[src/hdl/jkse_pkg.sv]
// ----------------------------------------------------------------------------
// jkse_pkg
// Types, constants and helper functions shared by the key string extractor.
// ----------------------------------------------------------------------------
package jkse_pkg;

  localparam int MAX_KEY_LEN = 8;
  localparam int WIN_DEPTH   = MAX_KEY_LEN + 2;
  localparam int FILL_W      = $clog2(WIN_DEPTH + 1);
  localparam int KEY_LEN_W   = 4;
  localparam int KEY_W       = 8 * MAX_KEY_LEN;
  localparam int CFG_DATA_W  = 64;
  localparam int CFG_ADDR_W  = 4;

  localparam logic [CFG_ADDR_W-1:0] ADDR_KEY_CHARS  = 4'h0;
  localparam logic [CFG_ADDR_W-1:0] ADDR_KEY_LENGTH = 4'h8;

  localparam logic [7:0] CHR_COLON  = 8'h3A;
  localparam logic [7:0] CHR_QUOTE  = 8'h22;
  localparam logic [7:0] CHR_BSLASH = 8'h5C;
  localparam logic [7:0] CHR_SPACE  = 8'h20;
  localparam logic [7:0] CHR_TAB    = 8'h09;
  localparam logic [7:0] CHR_LF     = 8'h0A;
  localparam logic [7:0] CHR_FF     = 8'h0C;
  localparam logic [7:0] CHR_CR     = 8'h0D;
  localparam logic [7:0] CHR_BS     = 8'h08;
  localparam logic [7:0] CHR_LOW_B  = 8'h62;
  localparam logic [7:0] CHR_LOW_F  = 8'h66;
  localparam logic [7:0] CHR_LOW_N  = 8'h6E;
  localparam logic [7:0] CHR_LOW_R  = 8'h72;
  localparam logic [7:0] CHR_LOW_T  = 8'h74;

  typedef enum logic [2:0] {
    PH_SEARCH = 3'd0,
    PH_COLON  = 3'd1,
    PH_BLANK  = 3'd2,
    PH_STRING = 3'd3,
    PH_IDLE   = 3'd4
  } phase_t;

  typedef enum logic [2:0] {
    ST_OK           = 3'd0,
    ST_NO_KEY       = 3'd1,
    ST_NO_COLON     = 3'd2,
    ST_NOT_STRING   = 3'd3,
    ST_UNTERMINATED = 3'd4
  } status_t;

  typedef struct packed {
    logic       vld;
    logic       has_byte;
    logic [7:0] value_byte;
    logic       finished;
    status_t    status;
  } result_t;

  typedef struct packed {
    logic shift;
    logic clear;
  } win_ctl_t;

  function automatic logic is_blank(input logic [7:0] c);
    is_blank = (c == CHR_SPACE) || ((c >= CHR_TAB) && (c <= CHR_CR));
  endfunction

  function automatic logic [7:0] unescape(input logic [7:0] c);
    case (c)
      CHR_LOW_B: unescape = CHR_BS;
      CHR_LOW_F: unescape = CHR_FF;
      CHR_LOW_N: unescape = CHR_LF;
      CHR_LOW_R: unescape = CHR_CR;
      CHR_LOW_T: unescape = CHR_TAB;
      default:   unescape = c;
    endcase
  endfunction

endpackage

[src/hdl/jkse_window.sv]
// ----------------------------------------------------------------------------
// jkse_window
// Sliding byte window with a parallel compare against the quoted key.
// ----------------------------------------------------------------------------
module jkse_window (
  input  logic                          clk,
  input  logic                          rst_n,
  input  jkse_pkg::win_ctl_t            ctl,
  input  logic [7:0]                    doc_byte,
  input  logic [jkse_pkg::KEY_W-1:0]    key_chars,
  input  logic [jkse_pkg::KEY_LEN_W-1:0] key_length,
  output logic                          match
);

  logic [7:0]                  win_r   [jkse_pkg::WIN_DEPTH];
  logic [7:0]                  win_new [jkse_pkg::WIN_DEPTH];
  logic [jkse_pkg::FILL_W-1:0] fill_r;
  logic [jkse_pkg::FILL_W-1:0] fill_nxt;
  logic [jkse_pkg::KEY_LEN_W-1:0] klen;
  logic [jkse_pkg::MAX_KEY_LEN:0] cand;

  always_comb begin
    win_new[0] = doc_byte;
    for (int j = 1; j < jkse_pkg::WIN_DEPTH; j++) begin
      win_new[j] = win_r[j-1];
    end
    fill_nxt = (fill_r == jkse_pkg::FILL_W'(jkse_pkg::WIN_DEPTH)) ? fill_r
                                                                  : fill_r + 1'b1;
    klen = (key_length > jkse_pkg::KEY_LEN_W'(jkse_pkg::MAX_KEY_LEN))
         ? jkse_pkg::KEY_LEN_W'(jkse_pkg::MAX_KEY_LEN) : key_length;
    for (int kk = 0; kk <= jkse_pkg::MAX_KEY_LEN; kk++) begin
      cand[kk] = (fill_nxt >= jkse_pkg::FILL_W'(kk + 2))
              && (win_new[0] == jkse_pkg::CHR_QUOTE)
              && (win_new[kk+1] == jkse_pkg::CHR_QUOTE);
      for (int i = 0; i < jkse_pkg::MAX_KEY_LEN; i++) begin
        if (i < kk) begin
          cand[kk] = cand[kk] && (win_new[kk-i] == key_chars[8*i +: 8]);
        end
      end
    end
    match = cand[klen];
  end

  always_ff @(posedge clk) begin
    if (ctl.shift) begin
      for (int j = 0; j < jkse_pkg::WIN_DEPTH; j++) begin
        win_r[j] <= win_new[j];
      end
    end
  end

  always_ff @(posedge clk) begin
    if (!rst_n) begin
      fill_r <= '0;
    end else if (ctl.clear) begin
      fill_r <= '0;
    end else if (ctl.shift) begin
      fill_r <= fill_nxt;
    end
  end

  a_fill_bound: assert property (@(posedge clk) disable iff (!rst_n)
    fill_r <= jkse_pkg::FILL_W'(jkse_pkg::WIN_DEPTH))
    else $error("window fill count exceeds window depth");

  a_clear_empties: assert property (@(posedge clk) disable iff (!rst_n)
    ctl.clear |=> fill_r == '0)
    else $error("window not emptied at end of document");

  a_match_needs_quote: assert property (@(posedge clk) disable iff (!rst_n)
    ctl.shift && match |-> doc_byte == jkse_pkg::CHR_QUOTE)
    else $error("key match without closing quote");

endmodule

[src/hdl/jkse_parser.sv]
// ----------------------------------------------------------------------------
// jkse_parser
// Phase machine that finds the colon and the string, unescapes its bytes and
// forms the result of each document byte.
// ----------------------------------------------------------------------------
module jkse_parser (
  input  logic                 clk,
  input  logic                 rst_n,
  input  logic                 step,
  input  logic [7:0]           doc_byte,
  input  logic                 doc_end,
  input  logic                 match,
  output jkse_pkg::win_ctl_t   win_ctl,
  output jkse_pkg::result_t    res
);

  jkse_pkg::phase_t phase_r;
  jkse_pkg::phase_t phase_nxt;
  logic             esc_r;
  logic             esc_nxt;

  always_comb begin
    phase_nxt = phase_r;
    esc_nxt   = esc_r;
    unique case (phase_r)
      jkse_pkg::PH_SEARCH: begin
        if (match) begin
          phase_nxt = jkse_pkg::PH_COLON;
        end
      end
      jkse_pkg::PH_COLON: begin
        if (doc_byte == jkse_pkg::CHR_COLON) begin
          phase_nxt = jkse_pkg::PH_BLANK;
        end
      end
      jkse_pkg::PH_BLANK: begin
        if (doc_byte == jkse_pkg::CHR_QUOTE) begin
          phase_nxt = jkse_pkg::PH_STRING;
          esc_nxt   = 1'b0;
        end else if (!jkse_pkg::is_blank(doc_byte)) begin
          phase_nxt = jkse_pkg::PH_IDLE;
        end
      end
      jkse_pkg::PH_STRING: begin
        if (esc_r) begin
          esc_nxt = 1'b0;
        end else if (doc_byte == jkse_pkg::CHR_BSLASH) begin
          esc_nxt = 1'b1;
        end else if (doc_byte == jkse_pkg::CHR_QUOTE) begin
          phase_nxt = jkse_pkg::PH_IDLE;
        end
      end
      jkse_pkg::PH_IDLE: begin
        phase_nxt = phase_r;
      end
      default: begin
        phase_nxt = jkse_pkg::PH_SEARCH;
      end
    endcase
    if (doc_end) begin
      phase_nxt = jkse_pkg::PH_SEARCH;
      esc_nxt   = 1'b0;
    end
  end

  always_comb begin
    res            = '0;
    res.status     = jkse_pkg::ST_OK;
    win_ctl.shift  = step && (phase_r == jkse_pkg::PH_SEARCH);
    win_ctl.clear  = step && doc_end;
    unique case (phase_r)
      jkse_pkg::PH_SEARCH: begin
        if (doc_end) begin
          res.vld      = 1'b1;
          res.finished = 1'b1;
          res.status   = match ? jkse_pkg::ST_NO_COLON : jkse_pkg::ST_NO_KEY;
        end
      end
      jkse_pkg::PH_COLON: begin
        if (doc_end) begin
          res.vld      = 1'b1;
          res.finished = 1'b1;
          res.status   = (doc_byte == jkse_pkg::CHR_COLON) ? jkse_pkg::ST_NOT_STRING
                                                           : jkse_pkg::ST_NO_COLON;
        end
      end
      jkse_pkg::PH_BLANK: begin
        if (doc_byte == jkse_pkg::CHR_QUOTE) begin
          if (doc_end) begin
            res.vld      = 1'b1;
            res.finished = 1'b1;
            res.status   = jkse_pkg::ST_UNTERMINATED;
          end
        end else if (!jkse_pkg::is_blank(doc_byte) || doc_end) begin
          res.vld      = 1'b1;
          res.finished = 1'b1;
          res.status   = jkse_pkg::ST_NOT_STRING;
        end
      end
      jkse_pkg::PH_STRING: begin
        if (!esc_r && (doc_byte == jkse_pkg::CHR_QUOTE)) begin
          res.vld      = 1'b1;
          res.finished = 1'b1;
        end else if (doc_end) begin
          res.vld      = 1'b1;
          res.finished = 1'b1;
          res.status   = jkse_pkg::ST_UNTERMINATED;
        end else if (esc_r) begin
          res.vld        = 1'b1;
          res.has_byte   = 1'b1;
          res.value_byte = jkse_pkg::unescape(doc_byte);
        end else if (doc_byte != jkse_pkg::CHR_BSLASH) begin
          res.vld        = 1'b1;
          res.has_byte   = 1'b1;
          res.value_byte = doc_byte;
        end
      end
      jkse_pkg::PH_IDLE: begin
        res.vld = 1'b0;
      end
      default: begin
        res.vld = 1'b0;
      end
    endcase
  end

  always_ff @(posedge clk) begin
    if (!rst_n) begin
      phase_r <= jkse_pkg::PH_SEARCH;
      esc_r   <= 1'b0;
    end else if (step) begin
      phase_r <= phase_nxt;
      esc_r   <= esc_nxt;
    end
  end

  a_rearm: assert property (@(posedge clk) disable iff (!rst_n)
    step && doc_end |=> phase_r == jkse_pkg::PH_SEARCH && !esc_r)
    else $error("parser did not rearm after end of document");

  a_esc_in_string: assert property (@(posedge clk) disable iff (!rst_n)
    esc_r |-> phase_r == jkse_pkg::PH_STRING)
    else $error("escape pending outside a string");

  a_byte_in_string: assert property (@(posedge clk) disable iff (!rst_n)
    res.vld && res.has_byte |-> phase_r == jkse_pkg::PH_STRING && !doc_end)
    else $error("string byte emitted outside a string");

endmodule

[src/hdl/json_key_string_extractor.sv]
// ----------------------------------------------------------------------------
// json_key_string_extractor
// Finds a configured quoted key in a JSON byte stream and returns the
// unescaped bytes of its string value, followed by a status transaction.
// ----------------------------------------------------------------------------
// Channel   Direction  Contents
// in_       slave      tdata = doc_byte, tlast = doc_end
// out_      master     tdata = value_byte, tuser = has_byte, status;
//                      tlast = finished
// cfg_      APB slave  key_chars at 0x0, key_length at 0x8
//
// One byte is accepted per cycle while out_ does not stall; each byte passes
// the input register and then the result register. These each hold one
// transaction, so one new byte can be taken while a result waits for out_tready.
// Bytes that give no result pass through without any output transaction.
// Reset is synchronous; it clears the phase, the window fill and both valids.
// ----------------------------------------------------------------------------
module json_key_string_extractor (
  input  logic                            clk,
  input  logic                            rst_n,
  input  logic                            in_tvalid,
  output logic                            in_tready,
  input  logic [7:0]                      in_tdata,   // [7:0] doc_byte
  input  logic                            in_tlast,
  output logic                            out_tvalid,
  input  logic                            out_tready,
  output logic [7:0]                      out_tdata,  // [7:0] value_byte
  output logic [3:0]                      out_tuser,  // [0] has_byte, [3:1] status
  output logic                            out_tlast,
  input  logic                            cfg_psel,
  input  logic                            cfg_penable,
  input  logic                            cfg_pwrite,
  input  logic [jkse_pkg::CFG_ADDR_W-1:0] cfg_paddr,
  input  logic [jkse_pkg::CFG_DATA_W-1:0] cfg_pwdata,
  output logic [jkse_pkg::CFG_DATA_W-1:0] cfg_prdata,
  output logic                            cfg_pready
);

  logic [jkse_pkg::KEY_W-1:0]     key_chars_r;
  logic [jkse_pkg::KEY_LEN_W-1:0] key_length_r;
  logic                           cfg_wr;

  logic                           in_vld_r;
  logic [7:0]                     in_byte_r;
  logic                           in_last_r;
  logic                           adv;

  logic                           match;
  jkse_pkg::win_ctl_t             win_ctl;
  jkse_pkg::result_t              res;

  logic                           out_vld_r;
  jkse_pkg::result_t              out_res_r;

  assign cfg_pready = 1'b1;
  assign cfg_wr     = cfg_psel && cfg_penable && cfg_pwrite && cfg_pready;

  always_ff @(posedge clk) begin
    if (!rst_n) begin
      key_chars_r  <= '0;
      key_length_r <= jkse_pkg::KEY_LEN_W'(1);
    end else if (cfg_wr) begin
      unique case (cfg_paddr)
        jkse_pkg::ADDR_KEY_CHARS:  key_chars_r  <= cfg_pwdata[jkse_pkg::KEY_W-1:0];
        jkse_pkg::ADDR_KEY_LENGTH: key_length_r <= cfg_pwdata[jkse_pkg::KEY_LEN_W-1:0];
        default: begin
        end
      endcase
    end
  end

  always_comb begin
    unique case (cfg_paddr)
      jkse_pkg::ADDR_KEY_CHARS:  cfg_prdata = jkse_pkg::CFG_DATA_W'(key_chars_r);
      jkse_pkg::ADDR_KEY_LENGTH: cfg_prdata = jkse_pkg::CFG_DATA_W'(key_length_r);
      default:                   cfg_prdata = '0;
    endcase
  end

  assign adv       = in_vld_r && (!out_vld_r || out_tready);
  assign in_tready = !in_vld_r || adv;

  always_ff @(posedge clk) begin
    if (!rst_n) begin
      in_vld_r <= 1'b0;
    end else if (in_tvalid && in_tready) begin
      in_vld_r <= 1'b1;
    end else if (adv) begin
      in_vld_r <= 1'b0;
    end
  end

  always_ff @(posedge clk) begin
    if (in_tvalid && in_tready) begin
      in_byte_r <= in_tdata;
      in_last_r <= in_tlast;
    end
  end

  jkse_window u_window (
    .clk        (clk),
    .rst_n      (rst_n),
    .ctl        (win_ctl),
    .doc_byte   (in_byte_r),
    .key_chars  (key_chars_r),
    .key_length (key_length_r),
    .match      (match)
  );

  jkse_parser u_parser (
    .clk      (clk),
    .rst_n    (rst_n),
    .step     (adv),
    .doc_byte (in_byte_r),
    .doc_end  (in_last_r),
    .match    (match),
    .win_ctl  (win_ctl),
    .res      (res)
  );

  always_ff @(posedge clk) begin
    if (!rst_n) begin
      out_vld_r <= 1'b0;
    end else if (adv) begin
      out_vld_r <= res.vld;
    end else if (out_tready) begin
      out_vld_r <= 1'b0;
    end
  end

  always_ff @(posedge clk) begin
    if (adv) begin
      out_res_r <= res;
    end
  end

  assign out_tvalid = out_vld_r;
  assign out_tdata  = out_res_r.value_byte;
  assign out_tuser  = {out_res_r.status, out_res_r.has_byte};
  assign out_tlast  = out_res_r.finished;

  a_byte_ok: assert property (@(posedge clk) disable iff (!rst_n)
    out_tvalid && out_tuser[0] |-> out_tuser[3:1] == jkse_pkg::ST_OK && !out_tlast)
    else $error("string byte transaction carries a final status");

  a_nonfinal_has_byte: assert property (@(posedge clk) disable iff (!rst_n)
    out_tvalid && !out_tlast |-> out_tuser[0])
    else $error("non-final transaction without a string byte");

  a_no_drop: assert property (@(posedge clk) disable iff (!rst_n)
    out_tvalid && !out_tready |=> out_tvalid && $stable(out_res_r))
    else $error("pending result overwritten while stalled");

endmodule

[config.mk]
export PLATFORM = sky130hd
export DESIGN_NAME = json_key_string_extractor
export DESIGN_NICKNAME = d
export VERILOG_FILES = /design/src/hdl/jkse_pkg.sv /design/src/hdl/jkse_window.sv /design/src/hdl/jkse_parser.sv /design/src/hdl/json_key_string_extractor.sv
export SDC_FILE = /design/constraint.sdc
export NUM_CORES = 1
export LEC_CHECK = 0
export BUFFER_PORTS_ARGS = -buffer_cell sky130_fd_sc_hd__buf_2
export CORE_ASPECT_RATIO = 0.6
export CORE_MARGIN = 5
export CORE_UTILIZATION = 50
export CTS_CLUSTER_DIAMETER = 80
export DETAILED_ROUTE_END_ITERATION = 6
export PLACE_DENSITY = 0.73
export SETUP_SLACK_MARGIN = 0.3
export SYNTH_ARGS = -nofsm -noshare
export SYNTH_HDL_FRONTEND = slang
export SYNTH_HIERARCHICAL = 1
export SYNTH_SLANG_ARGS = --single-unit
[constraint.sdc]
create_clock -name clk -period 29.7 [get_ports clk]
set_input_delay 0 -clock clk [delete_from_list [all_inputs] [get_ports clk]]
set_output_delay 0 -clock clk [all_outputs]
set_load 0.02 [all_outputs]
==> impl_metrics.tcl <==
set metrics [dict create \
    status "completed" \
    drive_gt1_share_pct 16.4 \
    num_antenna_cells 0 \
    final_nets 1379 \
    holdPathEnd "key_chars_r[58]" \
    powerDensity_nw_per_um2 42.6 \
    core_um2 22000 \
    crit_path_start_kind "register" \
    first_pass_iters 5 \
    synthCells 1141 \
    rsz0062_at_grt "no" \
    ant_nets 0 \
    critPathTopFamily "simple AND/OR/NAND/NOR gates" \
    ioPinCount 164 \
    syn_avg_cell_area_um2 9.75 \
    final.setup.tns_ns 0 \
    cts_tree "built" \
    final_util_pct 59.5 \
    path_clk_slew_ns 0.07 \
    hp-start "cfg_paddr[3]" \
    antenna_found_initial 1 \
    cp_cell_sequence "xor2_1 -> nor4_1 -> nand4_1 -> nor4_1 -> a32oi_1 -> o211ai_2 -> a22o_1 -> o41ai_1 -> a21oi_1 -> nand3_2 -> mux2_1 -> o31ai_1" \
    fin_crit_sh_pct 11.7 \
    final_cell_mix "xnor2_1, buf_2, nand2_1" \
    clkLatencyLatePin_ns 0.45 \
    regArea_um2 4380 \
    setup-violations-final 0 \
    dp_hpwl_mm 29.7 \
    cts_root_buffer "clkbuf_16" \
    yosys.area_share.simple_pct 20.3 \
    cts_buffers 17 \
    r2r_start "u_window/win_r[0][5]" \
    worstPathArrival_ns 3.82 \
    slew_violations 0 \
    clock_path_buffers 2 \
    clkSinkCount 172 \
    ir_drop_uv 35.7 \
    track_usage_pct 31.9 \
    die_h_um 126 \
    cts.htree.levels 4 \
    tightestPinTransition_ns 1.07 \
    rows 42 \
    synthXorXnorAreaFrac_pct 23.1 \
    final_common_cell "xnor2_1" \
    synth_adder_area_share_pct 0.337 \
    relSlewSlack_pct 28.6 \
    fillCellCount 1885 \
    area_delta_synth_final_pct 17.5 \
    yosys_most_used_dff "edfxtp_1" \
    crit_path_end_kind "register" \
    cpMostUsedCell "nor4_1" \
    vias 9453 \
    drcViolationCount 0 \
    multi_input_area_um2 6040 \
    fmax_ghz 0.288 \
    regToRegEndpoint "u_parser/phase_r[1]" \
    die-area_um2 25400 \
    io_buffers 162 \
    fin_crit_ns 3.47 \
    path_buf_inv 0 \
    drtIter0Drc 1296 \
    ys_seq_elements 172 \
    syn-num-nets 1228 \
    criticalPathCategory "register to register" \
    ys_types 66 \
    wire_per_inst_um 26.0 \
    reg2reg_slack_ns 26.23 \
    cp_slowest_cell "edfxtp_1" \
    drt_wl_total_mm 41.4 \
    critPathRequiredTime_ns 30.06 \
    synth_edf_count 94 \
    drv_cap 0 \
    grt_max_degree 98 \
    instances_no_fill 1591 \
    grt_remaining_overflow 0 \
    ys_async_sr_fraction_pct 0 \
    grt_pass1_wl_mm 60.4 \
    min-delay-path-class "input port to register" \
    die_w_um 203 \
    synth_area_um2 11100 \
    via_per_inst 5.94 \
    leakagePower_nw 4.73 \
    rr_worst_depth 12 \
    cp.depth 12 \
    post_cts_resized 0 \
    hold_viol 0 \
    synth_top_family_by_area "XOR/XNOR gates" \
    synthMuxAreaShare_pct 6.67 \
    yosysWarnings 6 \
    critical-path-max-stage-delay_ns 0.70 \
    dp.cells 1479 \
    gp_congestion 1.09 \
    finalPower_w 0.000556 \
    grt_pass1_vias 9147 \
    path_max_fanout 10 \
    start_util_pct 50.6 \
    finClkSkew_ns 0.0107 \
    cts_setup_buffers 0 \
    synth_seq_area_share_pct 39.4 \
    hold_depth 4 \
    synth-compound-area-share_pct 3.73 \
]
[where the power goes]
part	internal (W)	switching, W	total, W
logic	0.0000258	0.0000240	0.0000499
registers	0.000258	0.0000191	0.000277
clock network	0.000125	0.000104	0.000229
[worst max path at each step]
stage / start / end / slack (ns)
2_1_floorplan: out_tvalid / u_window/fill_r[3] / 19.30
3_3_place_gp: key_chars_r[5] / u_parser/phase_r[1] / 26.32
3_5_place_dp: u_window/win_r[0][5] / u_parser/phase_r[1] / 26.34
4_1_cts: u_window/win_r[0][5] / u_parser/phase_r[1] / 26.34
5_1_grt: key_chars_r[5] / u_parser/phase_r[1] / 26.18
6_report: u_window/win_r[0][5] / u_parser/phase_r[1] / 26.23
[stage by stage]
step	cell area (µm²)	hold WS (ns)	setup slack, ns
3_3_place_gp	11700	0.180	26.32
5_1_grt	13100	0.0505	26.18
4_1_cts	13100	0.0386	26.34
6_report	13100	0.0533	26.23
3_5_place_dp	11700	0.180	26.34
2_1_floorplan	11100	0.0989	19.30
[what timing repair did]
action,4_1_cts,5_1_grt
setup endpoints to repair,0,0
endpoints found under the hold margin,79,0
hold buffers,80,0
[state kept, by name (all words and copies together) (netlist names), 3 cells and up]
signal            count
in_byte_r             8
key_chars_r          64
key_length_r          4
out_tdata             8
out_tuser             4
u_parser/phase_r      3
u_window/fill_r       4
u_window/win_r       72
[worst register-to-register path, cell delays in order, from the launching register on]
cell,delay (ns)
edfxtp_1,0.70
xor2_1,0.28
nor4_1,0.52
nand4_1,0.18
nor4_1,0.35
a32oi_1,0.20
o211ai_2,0.19
a22o_1,0.20
o41ai_1,0.10
a21oi_1,0.18
nand3_2,0.11
mux2_1,0.32
o31ai_1,0.07
[metal layers]
| metal | part of all wire (%) | GRT usage [%] | vias up |
|---|---|---|---|
| li1 | - | - | 4191 |
| met1 | 45 | 47.2 | 4557 |
| met2 | 40 | 44.3 | 609 |
| met3 | 13 | 10.9 | 96 |
| met4 | 2.3 | 8.62 | 0 |
| met5 | 0 | 0 | - |
[layout make-up]
class / instances / area share, %
multi-input combinational: 842 / 46.2
tap: 286 / 2.74
clock buffer: 17 / 3.25
timing repair buffer: 249 / 12.7
sequential: 172 / 33.5
clock inverter: 15 / 1.26
inverter: 10 / 0.287
[logic make-up (layout without fill, tap and decap cells)]
family / Yosys count / after routing
AND/OR/NAND/NOR: 414 / 414
XOR/XNOR: 293 / 293
flip-flops: 172 / 172
buffers and inverters: 127 / 291
multiplexers: 74 / 74
AO/OA/AOI/OAI: 57 / 57
adder cells (fa/ha/maj): 3 / 3
other: 1 / 1
[synthesized netlist by cell type (all sizes together) (7+ instances only)]
cell | count | area [µm²]
a21oi | 16 | 83.8
edfxtp | 94 | 2820
xor2 | 104 | 911
nor3 | 14 | 75.1
and2 | 67 | 419
nand2b | 8 | 50.1
mux2i | 73 | 731
xnor2 | 189 | 1660
dfxtp | 78 | 1560
nor4 | 38 | 244
clkbuf | 46 | 173
o21ai | 9 | 52.6
nand4 | 56 | 350
buf | 71 | 512
inv | 10 | 37.5
nand3 | 12 | 77.6
nor2 | 21 | 78.8
nor4b | 21 | 190
nor2b | 7 | 43.8
nand2 | 148 | 556
(Power assumes the default switching activity.)
